==> config.mk <==
export PLATFORM = sky130hd
export DESIGN_NAME = ofip_res_fifo
export DESIGN_NICKNAME = d
export VERILOG_FILES = /design/src/ofip_pkg.sv /design/src/ofip_res_fifo.sv
export SDC_FILE = /design/constraint.sdc
export NUM_CORES = 1
export LEC_CHECK = 0
export BUFFER_PORTS_ARGS = -buffer_cell sky130_fd_sc_hd__buf_2
export CAP_MARGIN = 30
export CORE_MARGIN = 5
export CORE_UTILIZATION = 40
export CTS_BUF_LIST = sky130_fd_sc_hd__clkbuf_16
export DETAILED_ROUTE_END_ITERATION = 8
export SYNTH_ARGS = -nofsm -noshare
export SYNTH_HDL_FRONTEND = slang
export SYNTH_SLANG_ARGS = --single-unit
==> constraint.sdc <==
create_clock -name clk -period 13.05 [get_ports clk]
set_clock_uncertainty 0.15 [all_clocks]
set_input_delay 1.9575 -clock clk [delete_from_list [all_inputs] [get_ports clk]]
set_output_delay 1.9575 -clock clk [all_outputs]
set_load 0.03 [all_outputs]
==> src/ofip_pkg.sv <==
// Shared constants and record types for the OBJ face index parser.
package ofip_pkg;

  localparam int INDEX_BITS_DEF  = 24;
  localparam int MAX_CORNERS_DEF = 255;

  localparam int CHAR_W    = 8;
  localparam int COUNT_W   = 24;
  localparam int OUT_IDX_W = 24;
  localparam int CC_W      = 8;
  localparam int KIND_W    = 2;

  localparam logic [KIND_W-1:0] KIND_CORNER  = 2'd0;
  localparam logic [KIND_W-1:0] KIND_END_OK  = 2'd1;
  localparam logic [KIND_W-1:0] KIND_END_ERR = 2'd2;

  typedef struct packed {
    logic [KIND_W-1:0]    kind;
    logic [OUT_IDX_W-1:0] pos_index;
    logic [OUT_IDX_W-1:0] tex_index;
    logic [OUT_IDX_W-1:0] norm_index;
    logic [OUT_IDX_W-1:0] first_pos_index;
    logic [CC_W-1:0]      corner_count;
    logic                 last;
  } res_t;

  // Which of the two result slots an accepted character fills.
  typedef struct packed {
    logic rec0;
    logic rec1;
  } push_t;

endpackage

==> src/ofip_res_fifo.sv <==
// Four-entry result queue taking up to two records per cycle and giving one while the sink is ready.
module ofip_res_fifo import ofip_pkg::*; (
  input  logic  clk,
  input  logic  rst_n,
  input  push_t push,
  input  res_t  rec0,
  input  res_t  rec1,
  input  logic  pop_ready,
  output logic  head_valid,
  output res_t  head,
  output logic  space_ok
);

  localparam int DEPTH = 4;
  localparam int PTR_W = $clog2(DEPTH);
  localparam int CNT_W = $clog2(DEPTH + 1);

  res_t             mem [DEPTH];
  logic [PTR_W-1:0] wr_ptr_r, wr_ptr_nxt, wr_ptr_inc;
  logic [PTR_W-1:0] rd_ptr_r, rd_ptr_nxt;
  logic [CNT_W-1:0] cnt_r, cnt_nxt;
  logic             pop;
  logic [CNT_W-1:0] n_push;

  assign head_valid = (cnt_r != '0);
  assign head       = mem[rd_ptr_r];
  // Leave room for the two records one character can produce.
  assign space_ok   = (32'(cnt_r) <= DEPTH - 2);
  assign pop        = head_valid && pop_ready;
  assign wr_ptr_inc = wr_ptr_r + 1'b1;
  assign n_push     = CNT_W'(push.rec0) + CNT_W'(push.rec1);

  always_comb begin
    wr_ptr_nxt = wr_ptr_r + PTR_W'(n_push);
    rd_ptr_nxt = pop ? rd_ptr_r + 1'b1 : rd_ptr_r;
    cnt_nxt    = cnt_r + n_push - CNT_W'(pop);
  end

  always_ff @(posedge clk) begin
    if (push.rec0) mem[wr_ptr_r]   <= rec0;
    if (push.rec1) mem[wr_ptr_inc] <= rec1;
  end

  always_ff @(posedge clk) begin
    if (!rst_n) begin
      wr_ptr_r <= '0;
      rd_ptr_r <= '0;
      cnt_r    <= '0;
    end else begin
      wr_ptr_r <= wr_ptr_nxt;
      rd_ptr_r <= rd_ptr_nxt;
      cnt_r    <= cnt_nxt;
    end
  end

endmodule

Word-level counts from Yosys, hierarchy flattened
Memories as Yosys holds them, arrays and structs flattened. A register that Yosys moved wholly into a read port is not among the register bits.
Cells that the tools add are included.
- muxes and demuxes: 6
- $add $sub $neg: 6
- shift operators: 0
- divide/modulo/power cells: 0
- bitwise operators: 0
- $mul: 0
- $lt $le $gt $ge: 1
- reduce and logical (&&, ||, !) cells: 2
- equality and inequality tests: 0
- operators with widths (cell ; number):
    2-bit by 1-bit adder with 2-bit output (second input constant) ; 2
    1-bit two-way mux ; 4
    2-bit two-way mux ; 2
    3-bit by 2-bit adder with 3-bit output ; 1
    3-bit by 2-bit <= comparator with 1-bit output (second input constant) ; 1
    3-bit nonzero test ; 1
    3-bit by 1-bit subtractor with 3-bit output ; 1
    1-bit by 1-bit adder with 2-bit output ; 1
    2-bit adder ; 1
    1-bit logical AND ; 1
- logic and storage cells: 19
- latch bits: 0
- bits of input ports: 219
- ROM bits: 0
- memories kept: 1
- RAM bits: 428
- flip-flop bits (word level): 7
- output and inout port bits: 109
- memory list (memory ; words ; bits a word ; rd ports ; clocked after Yosys merged registers in ; write ports ; line ; RTL):
    mem ; 4 ; 107 ; 1 ; 1 ; 2 ; ofip_res_fifo.sv:18 ; res_t mem [DEPTH];

Depth between registers and ports, before layout
Gate-level depths: netlist of the first run.
- depth in word-level cells: 4
- gate-level depth with buffers: 9
- gate-level depth less buffers: 9

Worst setup path before layout of the first run
OpenSTA, ideal clock, no wires.
- path type: input port to flip-flop
- start point: input push[1] in the netlist's numbering
- end point: memory mem[2][0] in the netlist's numbering (enable)
- stages on the path: 2
- buffers on the path: 0
- slack: 2.674 ns
- setup time: 0.720 ns
- required time: 12.180 ns
- arrival: 9.506 ns
- cell sequence: nand2b_1 > o21ai_0
- RTL lines (item ; line ; RTL):
    from (decl) ; ofip_res_fifo.sv:5 ; input push_t push,
    to (decl) ; ofip_res_fifo.sv:18 ;

==> run_results.csv, run 1 <==
group,metric,value,unit
run_status,status,"finished clean",
power,peakVddDrop,0.09970,mV
logic_synthesis,synth_top_family_by_area,"multiplexers",
drt,routedWlPerCell,24.08,um
global_route,grt_antenna_before_repair,15,
power,p_leak,8.868,nW
drt,dr.pass1.iters,4,
critical_path,critPathLaunchType,"flop",
logic_synthesis,avgSynthCellArea,19.46,um2
logic_synthesis,ys_ff_latch,437,
placed_design,dpl-instance-area,23360,um2
worst_hold_path,hp-class,"reg2reg",
die,num_rows,84,
flow_run,max-cap-violations,0,
timing,maxSlewViolCount,0,
critical_path,cp_data_required_time,10.94,ns
clocking,clk_latency,0.56,ns
logic_synthesis,yosysUniqueCellTypes,28,
global_route,grt_max_degree,59,
final_layout,nNetsFinal,1636,
logic_synthesis,syn_inst,1084,
timing,layout_min_cycle_time,5.058,ns
timing,setup_tns,0,ns
timing,setup_viol_count_final,0,
global_route,use_met2,30.14,%
logic_synthesis,synth_simple_gate_area_share,0.4923,%
global_route,track_usage,17.60,%
drt,wl,51620,um
drt,drc,0,
logic_synthesis,synth-edff-count,428,
global_route,busiest_layer,"met2",
logic_synthesis,synth_xor_area_share,0.2135,%
critical_path,cp.arrival,2.95,ns
timing,rsz0062_at_grt,"no",
placed_design,hpwl,29840,um
die,die_h,239.6,um
global_route,use_met3,5.124,%
placed_design,place.gp.congestion,0.7414,
placed_design,numPortBuffers,327,
clocking,cts_setup_buffers,0,
drt,num_vias,11520,
critical_path,critical_path.endpoint_type,"output pin",
final_layout,stdcell_area,24900,um2
clocking,cts_sinks,437,
clocking,clk_root_buffer_cell,"clkbuf_16",
timing,hold_viol,0,
clocking,cts_buffers,48,
logic_synthesis,synth_seq_area_share,61.78,%
timing,tightest_slew,0.9869,ns
logic_synthesis,synth-async-reset-ratio,0,%
clocking,cts_buffer_depth,3,
logic_synthesis,synth_mux_area_share,34.80,%
clocking,cts_tree,"done",
clocking,cts_max_level,2,
global_route,grt-ovfl-total,0,
clocking,cts_hold_buf,0,
die,ios,328,
die,die_width,239.6,um
final_layout,multi_input_area,7655,um2
final_layout,final.fill_count,4502,
logic_synthesis,synth-compound-area-share,0.1542,%
logic_synthesis,ys.flop_type,"edfxtp_1",
drt,vias_per_cell,5.373,
final_layout,area_growth,18.03,%
final_layout,drive_gt1_share,65.65,%
die,die_area,57430,um2
die,start_util,40.22,%
die,core,52450,um2
clocking,clkTransAtPathRegs,0.06,ns
power,power_density,175.2,nW/um2
critical_path,critPathKind,"reg2out",
logic_synthesis,yosysWarnings,0,
clocking,post_cts_resized,0,
timing,fmax,197.7,MHz
logic_synthesis,syn_nets,1309,
logic_synthesis,synth_area,21090,um2
logic_synthesis,synthAdderAreaFrac,0.3915,%
global_route,grt_pass1_vias,12500,
critical_path,path_max_fanout,40,
global_route,grt_pass1_wl,77330,um
timing,period_share,38.76,%
drt,drt_iter0_drc,670,
global_route,met1_usage,22.31,%
timing,maxSlewHeadroom,34.20,%
final_layout,seqCellArea,13040,um2
drt,postRouteAntennaNets,0,
## cells by family (layout without fill, tap and decap cells)
group / after synthesis / after routing
mux: 539 / 539
flops: 437 / 437
buf+inv: 78 / 441
simple gates: 17 / 17
fa+ha+maj: 6 / 6
compound gates: 5 / 5
xor+xnor: 2 / 2
other cells: 0 / 9
## synthesized netlist by cell type, types with 4 or more instances
cell type | count | area, um2
edfxtp_1 | 428 | 12850
mux2_2 | 408 | 4594
mux4_2 | 107 | 2410
buf_2 | 47 | 235.2
mux2_4 | 19 | 285.3
buf_6 | 11 | 123.9
dfxtp_1 | 9 | 180.2
clkbuf_1 | 8 | 30.03
buf_4 | 6 | 45.04
inv_1 | 6 | 22.52
ha_1 | 5 | 62.56
mux2i_1 | 4 | 40.04
## cell usage in the layout (no fill, tap or decap), types with 3 or more instances in the layout
cell type	synthesis	layout
diode_2	0	9
clkbuf_16	0	49
clkinv_2	0	4
mux2_2	408	408
and2_1	3	3
inv_1	6	21
bufinv_16	0	3
buf_2	47	327
edfxtp_1	428	428
ha_1	5	5
mux2_4	19	19
clkinv_1	0	12
mux2i_1	4	4
mux4_2	107	107
buf_4	6	20
dfxtp_1	9	7
nand2b_1	3	3
## worst max-delay path, cell delays in order, from the launching register on
cell	delay, ns
dfxtp_4	0.70
buf_4	0.80
mux4_2	0.63
buf_2	0.20
## per-layer routing
metal  up-vias  share of wire, %
li1       5160                 -
met1      5932                40
met2       323                50
met3        92               7.4
met4        12               2.1
met5         -              0.15
## flip-flops by register name, indices dropped and copies added (netlist names), named ones only
register / count
mem: 428
rd_ptr_r: 2
cnt_r: 3
wr_ptr_r: 2
## worst paths after layout
path,from,endpoint,slack [ns],cells after the start
worst max register to register,wr_ptr_r[1],mem[2][75],9.91,5
worst min register to register,rd_ptr_r[1],flop,0.33,2
worst min-delay path,rd_ptr_r[1],flop,0.33,2
worst max-delay path,flop,head[17],7.99,3
## cell type report
type	instances	share of cell area (%)
clock inverters	37	0.9498
diodes	9	0.09046
inverters	6	0.09046
well taps	688	3.457
clock buffers	49	4.925
multi-input cells	569	30.75
flip-flops and latches	437	52.37
repair buffers	349	7.367
## report_power, final
group	total, mW	switching, mW	internal, mW
registers	1.85	0.0698	1.78
logic	1.24	0.737	0.501
clock network	1.28	0.543	0.734
total	4.36	1.35	3.01
## per-stage QoR
| stage | hold WS [ns] | power, mW | util, % | instances | setup slack, ns |
|---|---|---|---|---|---|
| floorplan | 0.2989 | 2.790 | - | 1084 | 2.674 |
| global placement | 0.3046 | 3.129 | 44.55 | 2047 | 8.212 |
| detailed placement | 0.3210 | 3.140 | 44.55 | 2047 | 8.158 |
| CTS | 0.3388 | 4.436 | 47.34 | 2133 | 7.729 |
| global route | 0.3808 | 4.563 | 47.46 | 2141 | 7.699 |
| finish | 0.3318 | 4.363 | 47.47 | 2144 | 7.992 |
Power figures use the tool's default switching activity.
==> run 2, diff against run 1 <==
==> constraint.sdc (replaced) <==
create_clock -name clk -period 4.44 [get_ports clk]
set_clock_uncertainty 0.15 [all_clocks]
set_input_delay 0.666 -clock clk [delete_from_list [all_inputs] [get_ports clk]]
set_output_delay 0.666 -clock clk [all_outputs]
set_load 0.03 [all_outputs]
==> run_results.csv, run 2 (synthesized netlist as in run 1, its figures left out) <==
group,metric,value,unit
run_status,status,"finished clean",
critical_path,critical_path.endpoint_type,"output pin",
timing,maxSlewHeadroom,35.14,%
global_route,use_met3,5.815,%
critical_path,cp.arrival,2.55,ns
clocking,cts_tree,"done",
timing,hold_viol,0,
global_route,use_met2,29.31,%
timing,period_share,75.75,%
drt,dr.pass1.iters,4,
drt,drt_iter0_drc,602,
placed_design,numPortBuffers,327,
final_layout,area_growth,18.79,%
timing,setup_viol_count_final,0,
timing,fmax,297.3,MHz
flow_run,max-cap-violations,0,
timing,layout_min_cycle_time,3.363,ns
die,die_width,239.6,um
critical_path,critPathKind,"reg2out",
power,power_density,520.8,nW/um2
global_route,track_usage,17.97,%
final_layout,final_cell_mix,"edfxtp_1, mux2_2, buf_2, mux4_2, clkbuf_16",
worst_hold_path,hp-class,"in2reg",
clocking,post_cts_resized,0,
placed_design,hpwl,29020,um
final_layout,nNetsFinal,1631,
clocking,cts_setup_buffers,0,
critical_path,cp_data_required_time,3.62,ns
global_route,grt_antenna_before_repair,26,
die,die_area,57430,um2
die,core,52450,um2
final_layout,fin_util,47.78,%
drt,num_vias,11480,
clocking,cts_buffers,50,
final_layout,largest_reg_flops,428,
global_route,grt_max_degree,108,
die,die_h,239.6,um
final_layout,drive_gt1_share,65.58,%
clocking,cts_max_level,2,
timing,fin_ws,1.077,ns
final_layout,largest-register,"mem",
global_route,grt_pass1_vias,12330,
drt,postRouteAntennaNets,0,
placed_design,dp_slack,1.577,ns
timing,maxSlewViolCount,0,
critical_path,path_max_fanout,26,
timing,rsz0062_at_grt,"no",
final_layout,final_common_cell,"edfxtp_1",
die,num_rows,84,
drt,wl,52320,um
power,peakVddDrop,0.2589,mV
power,p_leak,8.910,nW
placed_design,place.gp.congestion,0.7355,
final_layout,reg.largest.list,"mem (428), cnt_r (3)",
global_route,busiest_layer,"met2",
final_layout,final.fill_count,4454,
clocking,clk_root_buffer_cell,"clkbuf_16",
timing,tightest_slew,0.9729,ns
clocking,cts_buffer_depth,3,
global_route,grt-ovfl-total,0,
drt,drc,0,
drt,routedWlPerCell,24.39,um
clocking,cts_hold_buf,0,
die,start_util,40.22,%
placed_design,dpl-instance-area,23470,um2
drt,vias_per_cell,5.352,
clocking,clk_latency,0.58,ns
clocking,clkTransAtPathRegs,0.06,ns
global_route,met1_usage,23.47,%
critical_path,critPathLaunchType,"flop",
die,ios,328,
global_route,grt_pass1_wl,78110,um
clocking,cts_sinks,437,
final_layout,stdcell_area,25060,um2
[run 2: cell count changes in the layout (fill, tap and decap cells not counted), sizes merged]
| cell | before | now |
|---|---|---|
| clkinv | 16 | 19 |
| buf | 349 | 342 |
| clkbuf | 49 | 53 |
| diode | 9 | 13 |
| inv | 23 | 20 |
[run 2: report_power, final]
| part | switching [mW] | total, mW | internal (mW) |
|---|---|---|---|
| clock | 1.63 | 3.93 | 2.31 |
| combinational | 2.20 | 3.69 | 1.50 |
| sequential | 0.193 | 5.42 | 5.23 |
| total | 4.02 | 13.0 | 9.03 |
[run 2: final timing paths]
path                     from          to  slack [ns]  cells after the start
setup / recovery         flop   head[102]        1.08                      3
hold reg to reg   rd_ptr_r[1]        flop        0.33                      2
hold / removal          rst_n    cnt_r[1]        0.27                      2
setup reg to reg  wr_ptr_r[1]  mem[0][11]        1.64                      3
[run 2: critical path, stage by stage, from the launching register on]
cell and delay [ns]:
dfxtp_4 0.75, buf_4 0.44, mux4_2 0.56, buf_2 0.19
[run 2: cell type report]
cell class	instances	area (um2)	area share, %
clock inverter	37	232.7	0.9288
sequential	437	13040	52.04
multi-input combinational	569	7655	30.55
tap	688	860.8	3.436
timing repair buffer	342	1887	7.530
inverter	6	22.52	0.08988
clock buffer	53	1326	5.293
antenna	13	32.53	0.1298
[run 2: through the flow]
stage	cells	hold WS (ns)	power [mW]	TNS [ns]
floorplan	1084	0.2989	8.147	-376.33
global placement	2042	0.3093	9.250	0
detailed placement	2042	0.3189	9.286	0
CTS	2132	0.2255	13.25	0
global route	2137	0.2505	13.64	0
finish	2145	0.2682	13.05	0
[run 2: layer usage]
layer | part of all wire, % | up-vias
li1 | - | 5134
met1 | 42 | 5915
met2 | 48 | 305
met3 | 8.0 | 97
met4 | 1.9 | 30
met5 | 0.36 | -
