**src/ofip_pkg.sv**
```systemverilog
// Shared constants and record types for the OBJ face index parser.
package ofip_pkg;

  localparam int INDEX_BITS_DEF  = 24;
  localparam int MAX_CORNERS_DEF = 255;

  localparam int CHAR_W    = 8;
  localparam int COUNT_W   = 24;
  localparam int OUT_IDX_W = 24;
  localparam int CC_W      = 8;
  localparam int KIND_W    = 2;

  localparam logic [KIND_W-1:0] KIND_CORNER  = 2'd0;
  localparam logic [KIND_W-1:0] KIND_END_OK  = 2'd1;
  localparam logic [KIND_W-1:0] KIND_END_ERR = 2'd2;

  typedef struct packed {
    logic [KIND_W-1:0]    kind;
    logic [OUT_IDX_W-1:0] pos_index;
    logic [OUT_IDX_W-1:0] tex_index;
    logic [OUT_IDX_W-1:0] norm_index;
    logic [OUT_IDX_W-1:0] first_pos_index;
    logic [CC_W-1:0]      corner_count;
    logic                 last;
  } res_t;

  // Which of the two result slots an accepted character fills.
  typedef struct packed {
    logic rec0;
    logic rec1;
  } push_t;

endpackage

```
**src/ofip_parse.sv**
```systemverilog
// Per-character face parser: field phase, number accumulator and corner records.
module ofip_parse import ofip_pkg::*; #(
  parameter int INDEX_BITS  = INDEX_BITS_DEF,
  parameter int MAX_CORNERS = MAX_CORNERS_DEF
) (
  input  logic               clk,
  input  logic               rst_n,
  input  logic               accept,
  input  logic [CHAR_W-1:0]  char_in,
  input  logic [COUNT_W-1:0] position_count,
  input  logic [COUNT_W-1:0] texcoord_count,
  input  logic [COUNT_W-1:0] normal_count,
  output res_t               rec0,
  output res_t               rec1,
  output push_t              push
);

  localparam int CNT_W = $clog2(MAX_CORNERS + 1);

  localparam logic [2:0] PH_POS_WAIT  = 3'd0;
  localparam logic [2:0] PH_POS_NUM   = 3'd1;
  localparam logic [2:0] PH_SLASH     = 3'd2;
  localparam logic [2:0] PH_TEX_NUM   = 3'd3;
  localparam logic [2:0] PH_NORM_WAIT = 3'd4;
  localparam logic [2:0] PH_NORM_NUM  = 3'd5;
  localparam logic [2:0] PH_ERR       = 3'd6;

  localparam logic [CHAR_W-1:0] CH_NL    = 8'h0A;
  localparam logic [CHAR_W-1:0] CH_TAB   = 8'h09;
  localparam logic [CHAR_W-1:0] CH_VT    = 8'h0B;
  localparam logic [CHAR_W-1:0] CH_FF    = 8'h0C;
  localparam logic [CHAR_W-1:0] CH_CR    = 8'h0D;
  localparam logic [CHAR_W-1:0] CH_SPACE = 8'h20;
  localparam logic [CHAR_W-1:0] CH_PLUS  = 8'h2B;
  localparam logic [CHAR_W-1:0] CH_MINUS = 8'h2D;
  localparam logic [CHAR_W-1:0] CH_SLASH = 8'h2F;
  localparam logic [CHAR_W-1:0] CH_ZERO  = 8'h30;
  localparam logic [CHAR_W-1:0] CH_NINE  = 8'h39;

  logic [2:0]            phase_r,     phase_nxt;
  logic [INDEX_BITS-1:0] accum_r,     accum_nxt;
  logic                  neg_r,       neg_nxt;
  logic                  seen_r,      seen_nxt;
  logic [INDEX_BITS-1:0] cur_pos_r,   cur_pos_nxt;
  logic [INDEX_BITS-1:0] cur_tex_r,   cur_tex_nxt;
  logic [INDEX_BITS-1:0] cur_norm_r,  cur_norm_nxt;
  logic [INDEX_BITS-1:0] first_pos_r, first_pos_nxt;
  logic [CNT_W-1:0]      corners_r,   corners_nxt;
  logic                  err_r,       err_nxt;

  logic                  is_dig, is_blank, is_sign, is_nl, is_slash;
  logic [INDEX_BITS-1:0] dig_val, acc_add;
  logic [31:0]           pc_w, tc_w, nc_w;
  logic [INDEX_BITS-1:0] res_pos, res_tex, res_norm;
  logic                  corner_done, run_pw, do_fail, do_end;
  res_t                  corner_rec, end_rec;

  function automatic logic [INDEX_BITS-1:0] resolve(input logic [INDEX_BITS-1:0] acc,
                                                    input logic                  neg,
                                                    input logic [INDEX_BITS-1:0] cnt);
    if (acc == '0) return '0;
    if (neg) return cnt - acc;
    return acc - 1'b1;
  endfunction

  function automatic logic [OUT_IDX_W-1:0] to_out(input logic [INDEX_BITS-1:0] v);
    logic [31:0] w;
    w = 32'(v);
    return w[OUT_IDX_W-1:0];
  endfunction

  function automatic logic [CC_W-1:0] to_cc(input logic [CNT_W-1:0] v);
    logic [31:0] w;
    w = 32'(v);
    return w[CC_W-1:0];
  endfunction

  assign is_dig   = (char_in >= CH_ZERO) && (char_in <= CH_NINE);
  assign is_blank = (char_in == CH_SPACE) || (char_in == CH_TAB) || (char_in == CH_CR) ||
                    (char_in == CH_VT) || (char_in == CH_FF);
  assign is_sign  = (char_in == CH_PLUS) || (char_in == CH_MINUS);
  assign is_nl    = (char_in == CH_NL);
  assign is_slash = (char_in == CH_SLASH);

  // The low nibble of an ASCII digit is its value.
  assign dig_val = INDEX_BITS'(char_in[3:0]);
  assign acc_add = (accum_r << 3) + (accum_r << 1) + dig_val;

  assign pc_w = 32'(position_count);
  assign tc_w = 32'(texcoord_count);
  assign nc_w = 32'(normal_count);

  assign res_pos  = resolve(accum_r, neg_r, pc_w[INDEX_BITS-1:0]);
  assign res_tex  = resolve(accum_r, neg_r, tc_w[INDEX_BITS-1:0]);
  assign res_norm = resolve(accum_r, neg_r, nc_w[INDEX_BITS-1:0]);

  always_comb begin
    phase_nxt     = phase_r;
    accum_nxt     = accum_r;
    neg_nxt       = neg_r;
    seen_nxt      = seen_r;
    cur_pos_nxt   = cur_pos_r;
    cur_tex_nxt   = cur_tex_r;
    cur_norm_nxt  = cur_norm_r;
    first_pos_nxt = first_pos_r;
    corners_nxt   = corners_r;
    err_nxt       = err_r;
    corner_done   = 1'b0;
    run_pw        = 1'b0;
    do_fail       = 1'b0;
    do_end        = 1'b0;
    corner_rec    = '0;
    end_rec       = '0;

    case (phase_r)
      PH_POS_WAIT: begin
        run_pw = 1'b1;
      end
      PH_POS_NUM: begin
        if (is_dig) begin
          accum_nxt = acc_add;
          seen_nxt  = 1'b1;
        end else if (!seen_r) begin
          do_fail = 1'b1;
        end else begin
          cur_pos_nxt = res_pos;
          if (is_slash) phase_nxt = PH_SLASH;
          else corner_done = 1'b1;
        end
      end
      PH_SLASH: begin
        if (is_dig) begin
          neg_nxt   = 1'b0;
          seen_nxt  = 1'b1;
          accum_nxt = dig_val;
          phase_nxt = PH_TEX_NUM;
        end else if (is_slash) begin
          phase_nxt = PH_NORM_WAIT;
        end else begin
          corner_done = 1'b1;
        end
      end
      PH_TEX_NUM: begin
        if (is_dig) begin
          accum_nxt = acc_add;
        end else begin
          cur_tex_nxt = res_tex;
          if (is_slash) phase_nxt = PH_NORM_WAIT;
          else corner_done = 1'b1;
        end
      end
      PH_NORM_WAIT: begin
        if (is_sign || is_dig) begin
          neg_nxt   = (char_in == CH_MINUS);
          seen_nxt  = is_dig;
          accum_nxt = is_dig ? dig_val : '0;
          phase_nxt = PH_NORM_NUM;
        end else if (!is_blank) begin
          do_fail = 1'b1;
        end
      end
      PH_NORM_NUM: begin
        if (is_dig) begin
          accum_nxt = acc_add;
          seen_nxt  = 1'b1;
        end else if (!seen_r) begin
          do_fail = 1'b1;
        end else begin
          cur_norm_nxt = res_norm;
          corner_done  = 1'b1;
        end
      end
      default: begin
        err_nxt = 1'b1;
        do_end  = is_nl;
      end
    endcase

    // Emit the finished corner, then treat the terminator as the start of a new one.
    if (corner_done) begin
      if (corners_r == '0) first_pos_nxt = cur_pos_nxt;
      if (32'(corners_r) < MAX_CORNERS) corners_nxt = corners_r + 1'b1;
      corner_rec.kind            = KIND_CORNER;
      corner_rec.pos_index       = to_out(cur_pos_nxt);
      corner_rec.tex_index       = to_out(cur_tex_nxt);
      corner_rec.norm_index      = to_out(cur_norm_nxt);
      corner_rec.first_pos_index = to_out(first_pos_nxt);
      corner_rec.corner_count    = to_cc(corners_nxt);
      corner_rec.last            = 1'b0;
      cur_pos_nxt  = '0;
      cur_tex_nxt  = '0;
      cur_norm_nxt = '0;
      phase_nxt    = PH_POS_WAIT;
      run_pw       = 1'b1;
    end

    if (run_pw) begin
      if (is_nl) begin
        do_end = 1'b1;
      end else if (is_sign || is_dig) begin
        neg_nxt   = (char_in == CH_MINUS);
        seen_nxt  = is_dig;
        accum_nxt = is_dig ? dig_val : '0;
        phase_nxt = PH_POS_NUM;
      end else if (!is_blank) begin
        do_fail = 1'b1;
      end
    end

    if (do_fail) begin
      err_nxt   = 1'b1;
      phase_nxt = PH_ERR;
      do_end    = is_nl;
    end

    if (do_end) begin
      end_rec.kind            = err_nxt ? KIND_END_ERR : KIND_END_OK;
      end_rec.first_pos_index = to_out(first_pos_nxt);
      end_rec.corner_count    = to_cc(corners_nxt);
      end_rec.last            = 1'b1;
      phase_nxt     = PH_POS_WAIT;
      accum_nxt     = '0;
      neg_nxt       = 1'b0;
      seen_nxt      = 1'b0;
      cur_pos_nxt   = '0;
      cur_tex_nxt   = '0;
      cur_norm_nxt  = '0;
      first_pos_nxt = '0;
      corners_nxt   = '0;
      err_nxt       = 1'b0;
    end
  end

  assign rec0      = corner_done ? corner_rec : end_rec;
  assign rec1      = end_rec;
  assign push.rec0 = accept && (corner_done || do_end);
  assign push.rec1 = accept && corner_done && do_end;

  always_ff @(posedge clk) begin
    if (!rst_n) begin
      phase_r     <= PH_POS_WAIT;
      accum_r     <= '0;
      neg_r       <= 1'b0;
      seen_r      <= 1'b0;
      cur_pos_r   <= '0;
      cur_tex_r   <= '0;
      cur_norm_r  <= '0;
      first_pos_r <= '0;
      corners_r   <= '0;
      err_r       <= 1'b0;
    end else if (accept) begin
      phase_r     <= phase_nxt;
      accum_r     <= accum_nxt;
      neg_r       <= neg_nxt;
      seen_r      <= seen_nxt;
      cur_pos_r   <= cur_pos_nxt;
      cur_tex_r   <= cur_tex_nxt;
      cur_norm_r  <= cur_norm_nxt;
      first_pos_r <= first_pos_nxt;
      corners_r   <= corners_nxt;
      err_r       <= err_nxt;
    end
  end

endmodule

```
**config.mk**
```make
export PLATFORM = sky130hd
export DESIGN_NAME = ofip_parse
export DESIGN_NICKNAME = d
export VERILOG_FILES = /design/src/ofip_pkg.sv /design/src/ofip_parse.sv
export SDC_FILE = /design/constraint.sdc
export NUM_CORES = 1
export LEC_CHECK = 0
export BUFFER_PORTS_ARGS = -buffer_cell sky130_fd_sc_hd__buf_2
export CORE_MARGIN = 4
export CORE_UTILIZATION = 55
export CTS_CLUSTER_DIAMETER = 200
export DETAILED_ROUTE_END_ITERATION = 16
export GPL_TIMING_DRIVEN = 0
export PLACE_DENSITY = 0.81
export SLEW_MARGIN = 20
export SYNTH_ARGS = -nofsm -noshare
export SYNTH_HDL_FRONTEND = slang
export SYNTH_SLANG_ARGS = --single-unit
```
**constraint.sdc**
```tcl
create_clock -name clk -period 9.7 [get_ports clk]
set_input_delay 0.97 -clock clk [delete_from_list [all_inputs] [get_ports clk]]
set_output_delay 0.97 -clock clk [all_outputs]
set_load 0.01 [all_outputs]
```
Yosys cells after proc, flatten, opt, wreduce, memory -nomap -nowiden --
Cells that the tools add are included.
Word-level totals: word-level logic and storage cells 152, flip-flop bits (word level) 134, output and inout port bits 216, input bits 83
Cells by class: order comparisons 3, eq/ne operators 14, muxes and demuxes 99, $add $sub $neg 7, reductions and logical operators 19
Operators by type and width (count):
- $mux 24 | 34
- $mux 107 | 1
- $pmux 24 s3 | 1
- $sub 24x24->24 | 3
- $eq 8x4->1 const B | 5
- $mux 3 | 13
- $mux 1 | 38
- $mux 33 | 1
- $eq 8x6->1 const B | 4
- $add 24x24->24 | 1
- $add 24x4->24 | 1
- $logic_not 24->1 | 1
- $mux 8 | 3
- $sub 24x1->24 const B | 1
- $pmux 3 s4 | 1
- $add 8x1->8 const B | 1
- $ge 8x6->1 const B | 1
- $le 8x6->1 const B | 1
- $logic_not 8->1 | 1
- $lt 8x8->1 const B | 1
- $logic_or 1x1->1 | 7
- $eq 3x2->1 const B | 2
- $eq 3x3->1 const B | 2
- $pmux 1 s2 | 3
- 9 further kinds | 15

Logic depth before layout (Yosys ltp) --
Gate-level depths: netlist of the first run.
word-level depth 16, mapped depth 14, gate-level depth less buffers 13

Least setup slack after synthesis of the first run --
OpenSTA, ideal clock, no wires.
path type in2out, start point input port texcoord_count[0], end point output port rec0[73] (netlist name), arrival 3387 ps, slack 5343 ps, cell stages on the path 13, data required time 8730 ps, path buffers 0, cell sequence inv_1 > ha_1 > inv_1 > fa_1 > a211oi_1 > nor2_1 > o31ai_1 > a21oi_1 > o31a_1 > o21ai_0 > a31oi_1 > or3_1 > a21oi_1
RTL lines:
- from (decl) | RTL line ofip_parse.sv:11 | input logic [COUNT_W-1:0] texcoord_count,
- to (decl) | RTL line ofip_parse.sv:13 | output res_t rec0,

==> flow_summary_export.csv, run 1 <==
group,metric,value,unit
status,outcome,"finished, final reports clean",
timing,timing.final.crit_share,55.54,%
grt,grtUsageTotal,37.42,%
clocking,cts_setup_buffers,0,
synthesis,synth_top_area_share,19.87,%
finish,drive_gt1_share,18.93,%
detailed_routing,vias_per_cell,6.219,
power_and_ir_drop,p_seq_share,35.7,%
synthesis,synth_mux_area_share,0.8617,%
setup_path,path_class,"reg2out",
synthesis,syn_inst,1837,
timing,slew_headroom,30.05,%
clocking,htree_levels,4,
detailed_routing,firstDrtPassIters,8,
timing,worstMarginPinSlew,1.042,ns
power_and_ir_drop,peakVddDrop,0.08970,mV
timing,fin_ws,4.313,ns
setup_path,critPathCaptureType,"primary output",
grt,grt_pass1_vias,14193,
clocking,cts_resized,0,
clocking,clk_pin_slew,0.07,ns
synthesis,synth_xor_area_share,5.903,%
synthesis,synth_seq_cells,134,
synthesis,ys_top_cells_by_area,"dfxtp_1 20%, ha_1 11%, o21ai_0 5.5%",
setup_path,r2r_slack,5.56,ns
synthesis,synthSimpleGateAreaFrac,24.79,%
grt,grt.met3_usage,7.512,%
grt,grt_max_degree,17,
power_and_ir_drop,p_leak,0.007132,uW
timing,fin_crit,5.387,ns
finish,layout_commonest_cell,"buf_2",
detailed_routing,routed_wl,52.97,mm
synthesis,synth_compound_area_share,28.28,%
power_and_ir_drop,clkPwrFrac,41.7,%
setup_path,crit_required,8.73,ns
synthesis,synthDistinctLibCells,90,
floorplanning,io_pins,299,
min_path,hp-class,"reg2reg",
timing,hold_violations,0,
setup_path,start_kind,"flip-flop",
clocking,clk_latency,0.45,ns
floorplanning,start_util,55.69,%
power_and_ir_drop,total_power,1556,uW
synthesis,synth_edf_count,0,
finish,final_util,65.42,%
timing,grt_setup_unrepaired,"no",
detailed_routing,num_vias,15492,
finish,area_growth,17.48,%
timing,setup_viol,0,
clocking,cts.sinks,134,
placed_design,gp_congestion,0.9811,
power_and_ir_drop,p_sw,520.1,uW
synthesis,synth_ff_type,"dfxtp_1",
finish,num-nets-final,2356,
clocking,cts.hold.buffers_added,0,
floorplanning,die_h,164.7,um
detailed_routing,ant_nets,0,
synthesis,postSynthAreaPerCell,7.351,um2
power_and_ir_drop,p_comb_share,22.6,%
setup_path,worstPathArrival,4.42,ns
detailed_routing,drc,0,
grt,antenna_found_initial,1,
grt,grt_overflow,0,
power_and_ir_drop,p_int,1035,uW
setup_path,worst-path-max-fanout,9,
clocking,cts_tree,"done",
synthesis,synth_fa_ha_area_share,11.40,%
placed_design,dpl_worst_slack,4.536,ns
grt,top_usage_layer,"met2",
clocking,cts-root-buf,"clkbuf_16",
detailed_routing,drt_iter0_markers,1510,
placed_design,dpl.hpwl,42.20,mm
timing,setup_tns,0,ns
synthesis,seq_area_frac_synth,19.87,%
floorplanning,rows,57,
grt,met2_usage,60.29,%
finish,final_cell_mix,"244 x buf_2, 196 x nand2_1, 165 x nor2_1",
timing,report.final.slew_viol_count,0,
synthesis,synth_top_family_by_area,"compound AO/OA/AOI/OAI gates",
timing,max_freq,185.6,MHz
placed_design,port_buffers,226,
placed_design,placed_cell_area,0.01531,mm2
synthesis,yosys_warnings,0,
run,maxCapViolCount,0,
grt,grt_pass1_wl,78.73,mm
timing,finClkSkew,0.01623,ns
detailed_routing,wire_per_inst,21.27,um
floorplanning,design.die.area,0.02712,mm2
finish,n_fill_cell,2256,
synthesis,synth.cell_area,0.01350,mm2
grt,gr-usage-met1,48.76,%
finish,final_cell_area,0.01586,mm2
synthesis,synthArstFlopShare,0,%
floorplanning,fp.dieW,164.7,um
synthesis,yosysTopAreaCell,"dfxtp_1",
clocking,cts_buffer_depth,2,
power_and_ir_drop,powerDensity,98.06,mW/mm2
clocking,cts_buffers,17,
power_and_ir_drop,switching_share,33.43,%
floorplanning,core_area,0.02425,mm2
==> through the flow <==
| step | hold WS, ns | cells |
|---|---|---|
| 3_5_place_dp | 0.4446 | 2458 |
| 4_1_cts | 0.4595 | 2490 |
| 6_report | 0.4575 | 2491 |
| 5_1_grt | 0.4760 | 2490 |
| 3_3_place_gp | 0.4356 | 2458 |
| 2_1_floorplan | 0.4247 | 1908 |
==> cells in the mapped netlist (6+ instances only) <==
library cell and number:
a211oi_1 19, a211oi_2 9, a21boi_0 8, a21o_1 38, a21oi_1 139, a22o_1 11, a22oi_1 27, a31o_2 7
a31oi_1 22, a32o_1 15, a32oi_1 14, and2_1 33, and3_1 48, buf_2 18, buf_4 79, clkbuf_1 58
dfxtp_1 134, ha_1 115, inv_1 61, mux2i_1 6, nand2_1 196, nand2b_1 18, nand3_1 44, nand3b_1 6
nand4_1 18, nor2_1 165, nor2b_1 52, nor3_1 35, nor4_1 11, o211ai_1 12, o21a_1 10, o21ai_0 148
o21ai_1 8, o21bai_1 7, o2bb2ai_1 8, o31a_1 7, o31ai_1 24, or3_1 13, xnor2_1 63, xor2_1 28
==> critical path: stages (launching register included) <==
cell and delay [ns]:
dfxtp_1 0.41, inv_1 0.38, ha_1 0.30, nor4b_2 0.54, nand2_1 0.25, o31a_1 0.30, nor3_1 0.64, nor2_1 0.09
a31oi_1 0.57, nor2_1 0.13, a21oi_1 0.16, nor2_1 0.05, buf_2 0.15
==> cell type report <==
class	count	area [um2]	area share, %
plain buffers	165	969.7	6.113
inverters	61	229.0	1.443
clock inverters	13	121.4	0.7651
repair buffers	226	1131	7.130
diodes	1	2.502	0.01578
multi-input cells	1548	9888	62.34
well taps	324	405.4	2.556
flip-flops and latches	134	2683	16.91
clock buffers	19	432.9	2.729
==> state kept, by name, summed over array words and instances, names as in the netlist <==
register / count
cur_tex_r: 24
seen_r: 1
neg_r: 1
accum_r: 24
cur_pos_r: 24
err_r: 1
first_pos_r: 24
cur_norm_r: 24
corners_r: 8
phase_r: 3
==> final timing paths <==
path,startpoint,to,cells after the start
hold reg to reg,cur_tex_r[8],cur_tex_r[8],2
setup reg to reg,accum_r[0],accum_r[23],13
hold / removal,cur_tex_r[8],cur_tex_r[8],2
setup / recovery,accum_r[1],rec1[23],12
==> power by group through the flow <==
stage	Clock [uW]	Combinational [uW]	Sequential [uW]
finish	649	351	555
global route	663	379	555
CTS	641	339	555
detailed placement	0	337	567
global placement	0	336	567
floorplan	0	241	567
==> metal layers <==
metal | up-vias | wire length, um
met4 | 0 | 2392
met3 | 149 | 5671
met2 | 931 | 24000
met5 | - | 0
met1 | 7257 | 20910
li1 | 7155 | -
==> cell families (layout without fill, tap and decap cells) <==
| logic type | count (synthesis) | count (layout) |
|---|---|---|
| adder cells (fa/ha/maj) | 120 | 120 |
| buffers and inverters | 226 | 484 |
| other | 1 | 73 |
| AO/OA/AOI/OAI | 580 | 580 |
| multiplexers | 11 | 11 |
| XOR/XNOR | 91 | 91 |
| flip-flops | 134 | 134 |
| AND/OR/NAND/NOR | 674 | 674 |
(Power assumes the default switching activity.)
==> run 2: changes to the inputs <==
--- a/config.mk
+++ b/config.mk
@@ -5,13 +5,14 @@
 export SDC_FILE = /design/constraint.sdc
 export NUM_CORES = 1
 export LEC_CHECK = 0
+export ABC_AREA = 1
 export BUFFER_PORTS_ARGS = -buffer_cell sky130_fd_sc_hd__buf_2
 export CORE_MARGIN = 4
 export CORE_UTILIZATION = 55
 export CTS_CLUSTER_DIAMETER = 200
 export DETAILED_ROUTE_END_ITERATION = 16
 export GPL_TIMING_DRIVEN = 0
-export PLACE_DENSITY = 0.81
+export PLACE_DENSITY = 0.79
 export SLEW_MARGIN = 20
 export SYNTH_ARGS = -nofsm -noshare
 export SYNTH_HDL_FRONTEND = slang
==> constraint.sdc (replaced) <==
create_clock -name clk -period 5.7 [get_ports clk]
set_input_delay 0.57 -clock clk [delete_from_list [all_inputs] [get_ports clk]]
set_output_delay 0.57 -clock clk [all_outputs]
set_load 0.01 [all_outputs]
==> flow_summary_export.csv, run 2 <==
group,metric,value,unit
grt,grt_overflow,0,
detailed_routing,vias_per_cell,5.815,
detailed_routing,routed_wl,66.24,mm
synthesis,postSynthAreaPerCell,5.587,um2
synthesis,synth.cell_area,0.01596,mm2
floorplanning,io_pins,299,
finish,antenna_cells,0,
detailed_routing,num_vias,20749,
synthesis,synthTopCellsByCount,"952 x nand2_1, 349 x a21oi_1, 287 x inv_1",
setup_path,crit_required,5.13,ns
finish,multiInputGateArea,0.01139,mm2
finish,register_area,0.002683,mm2
detailed_routing,ant_nets,0,
run,maxCapViolCount,0,
timing,max_freq,226.8,MHz
clocking,cts_buffer_depth,2,
floorplanning,rows,62,
clocking,cts_setup_buffers,0,
synthesis,synth_top_area_share,22.39,%
setup_path,start_kind,"flip-flop",
grt,antenna_found_initial,0,
timing,setup_viol,0,
setup_path,path_class,"reg2out",
min_path,hp-class,"in2reg",
finish,drive_gt1_share,13.10,%
power_and_ir_drop,p_leak,0.009437,uW
synthesis,synthDistinctLibCells,55,
synthesis,yosys_warnings,0,
timing,finClkSkew,0.01640,ns
setup_path,r2r_start,"accum_r[0]",
min_path,min_from,"rst_n",
clocking,clk_latency,0.45,ns
synthesis,seq_area_frac_synth,16.81,%
placed_design,gp_congestion,1.032,
finish,final_util,64.29,%
setup_path,timing.rr.end,"accum_r[18]",
floorplanning,die_h,178.3,um
power_and_ir_drop,powerDensity,178.2,mW/mm2
power_and_ir_drop,p_comb_share,36.8,%
grt,grt_pass1_wl,98.66,mm
timing,timing.final.crit_share,77.35,%
synthesis,synthArstFlopShare,0,%
synthesis,synth_seq_cells,134,
detailed_routing,drt_iter0_markers,2755,
finish,n_fill_cell,2968,
clocking,clk_pin_slew,0.07,ns
setup_path,worstPathArrival,3.84,ns
grt,grtUsageTotal,39.67,%
power_and_ir_drop,switching_share,42.07,%
clocking,cts_tree,"done",
power_and_ir_drop,p_int,1899,uW
finish,final_cell_mix,"952 x nand2_1, 349 x a21oi_1, 287 x inv_1",
power_and_ir_drop,peakVddDrop,0.1783,mV
setup_path,worst-path-max-fanout,10,
timing,slew_headroom,23.86,%
clocking,cts_resized,0,
synthesis,ys_top_cells_by_area,"nand2_1 22%, dfxtp_1 17%, a21oi_1 11%",
min_path,whs_path_depth,3,
synthesis,syn_inst,2856,
timing,setup_tns,0,ns
clocking,cts.sinks,134,
placed_design,placed_cells,3536,
clocking,htree_levels,4,
timing,worstMarginPinSlew,1.130,ns
power_and_ir_drop,p_sw,1380,uW
detailed_routing,drc,0,
grt,grt_max_degree,17,
placed_design,dpl.hpwl,53.35,mm
detailed_routing,wire_per_inst,18.57,um
power_and_ir_drop,clkPwrFrac,33.7,%
floorplanning,core_area,0.02863,mm2
synthesis,synth_ff_type,"dfxtp_1",
status,outcome,"finished, final reports clean",
clocking,cts_buffers,17,
clocking,cts-root-buf,"clkbuf_16",
timing,report.final.slew_viol_count,0,
finish,layout_commonest_cell,"nand2_1",
synthesis,yosys.cell_count.top_type,"nand2_1",
timing,hold_violations,0,
finish,area_growth,15.33,%
timing,grt_setup_unrepaired,"no",
floorplanning,fp.dieW,178.3,um
clocking,cts.hold.buffers_added,0,
setup_path,r2r_slack,1.96,ns
setup_path,rr_worst_depth,17,
synthesis,synth_edf_count,0,
detailed_routing,firstDrtPassIters,6,
placed_design,port_buffers,225,
floorplanning,start_util,55.74,%
floorplanning,design.die.area,0.03180,mm2
timing,fin_crit,4.409,ns
synthesis,yosysTopAreaCell,"nand2_1",
power_and_ir_drop,p_seq_share,29.6,%
finish,instances_no_fill,3568,
finish,num-nets-final,3374,
grt,grt_pass1_vias,18288,
min_path,min_to,"neg_r",
setup_path,critPathCaptureType,"primary output",
==> run 2: per-stage QoR <==
stage          power (uW)  setup slack (ns)  cell area [um2]  hold WS, ns
5_1_grt              3417             1.174            18400       0.4035
3_5_place_dp         2138             1.933            17830       0.4551
4_1_cts              3214             1.470            18400       0.3679
2_1_floorplan        1783             2.692            16220       0.4453
6_report             3279             1.291            18400       0.3790
3_3_place_gp         2120             2.005            17830       0.4510
==> run 2: area by class of cell <==
cell class / count / share of cell area [%]
clock buffer: 18 / 2.386
clock inverter: 14 / 0.7275
multi-input combinational: 2320 / 61.91
timing repair buffer: 225 / 6.119
inverter: 303 / 6.221
buffer: 170 / 5.446
sequential: 134 / 14.58
tap: 384 / 2.611
==> run 2: how the worst max path moves through the flow <==
stage | depth (start not counted) | slack [ns] | startpoint | to
after floorplan | 18 | 2.69 | char_in[3] | accum_r[18]
final | 14 | 1.29 | accum_r[0] | rec1[19]
after CTS | 11 | 1.47 | accum_r[20] | rec0[80]
after global placement | 11 | 2.00 | accum_r[20] | rec0[80]
after global routing | 14 | 1.17 | accum_r[20] | rec0[31]
after detailed placement | 11 | 1.93 | accum_r[20] | rec0[80]
==> run 2: critical path, cell delays in order, from the launching register on <==
cell and delay [ns]:
dfxtp_1 0.65, inv_1 0.30, ha_1 0.28, nand4_1 0.09
nor2_1 0.06, nand3_2 0.19, nand3_2 0.37, inv_2 0.19
buf_4 0.22, nand3_1 0.21, nand2_1 0.24, nor2_1 0.10
o21ai_1 0.19, and2_1 0.17, buf_2 0.13
==> run 2: power by group through the flow <==
stage | registers (uW) | logic, uW | clock network (uW)
final | 970 | 1210 | 1100
after global routing | 971 | 1310 | 1130
after CTS | 969 | 1150 | 1090
after detailed placement | 990 | 1150 | 0
after global placement | 989 | 1130 | 0
after floorplan | 982 | 802 | 0
==> run 2: kinds of logic (layout without fill, tap and decap cells) <==
logic type                 after synthesis  in the layout  share of synthesized area (%)
AOI/OAI and AO/OA                      564            564                          18.75
xor gates and xnor gates                27             27                          1.482
adders and majority gates              120            120                          9.645
buffers and inverters                  473            730                          13.46
DFF                                    134            134                          16.81
other                                    1             72                        0.02350
and+or+nand+nor                       1537           1537                          39.83
==> run 2: layer usage <==
layer / GRT usage (%) / share of wire (%) / vias to the layer above
li1: - / - / 9821
met3: 5.384 / 11 / 232
met5: 0 / 0 / -
met2: 64.17 / 45 / 1308
met4: 19.60 / 5.6 / 0
met1: 51.93 / 39 / 9388
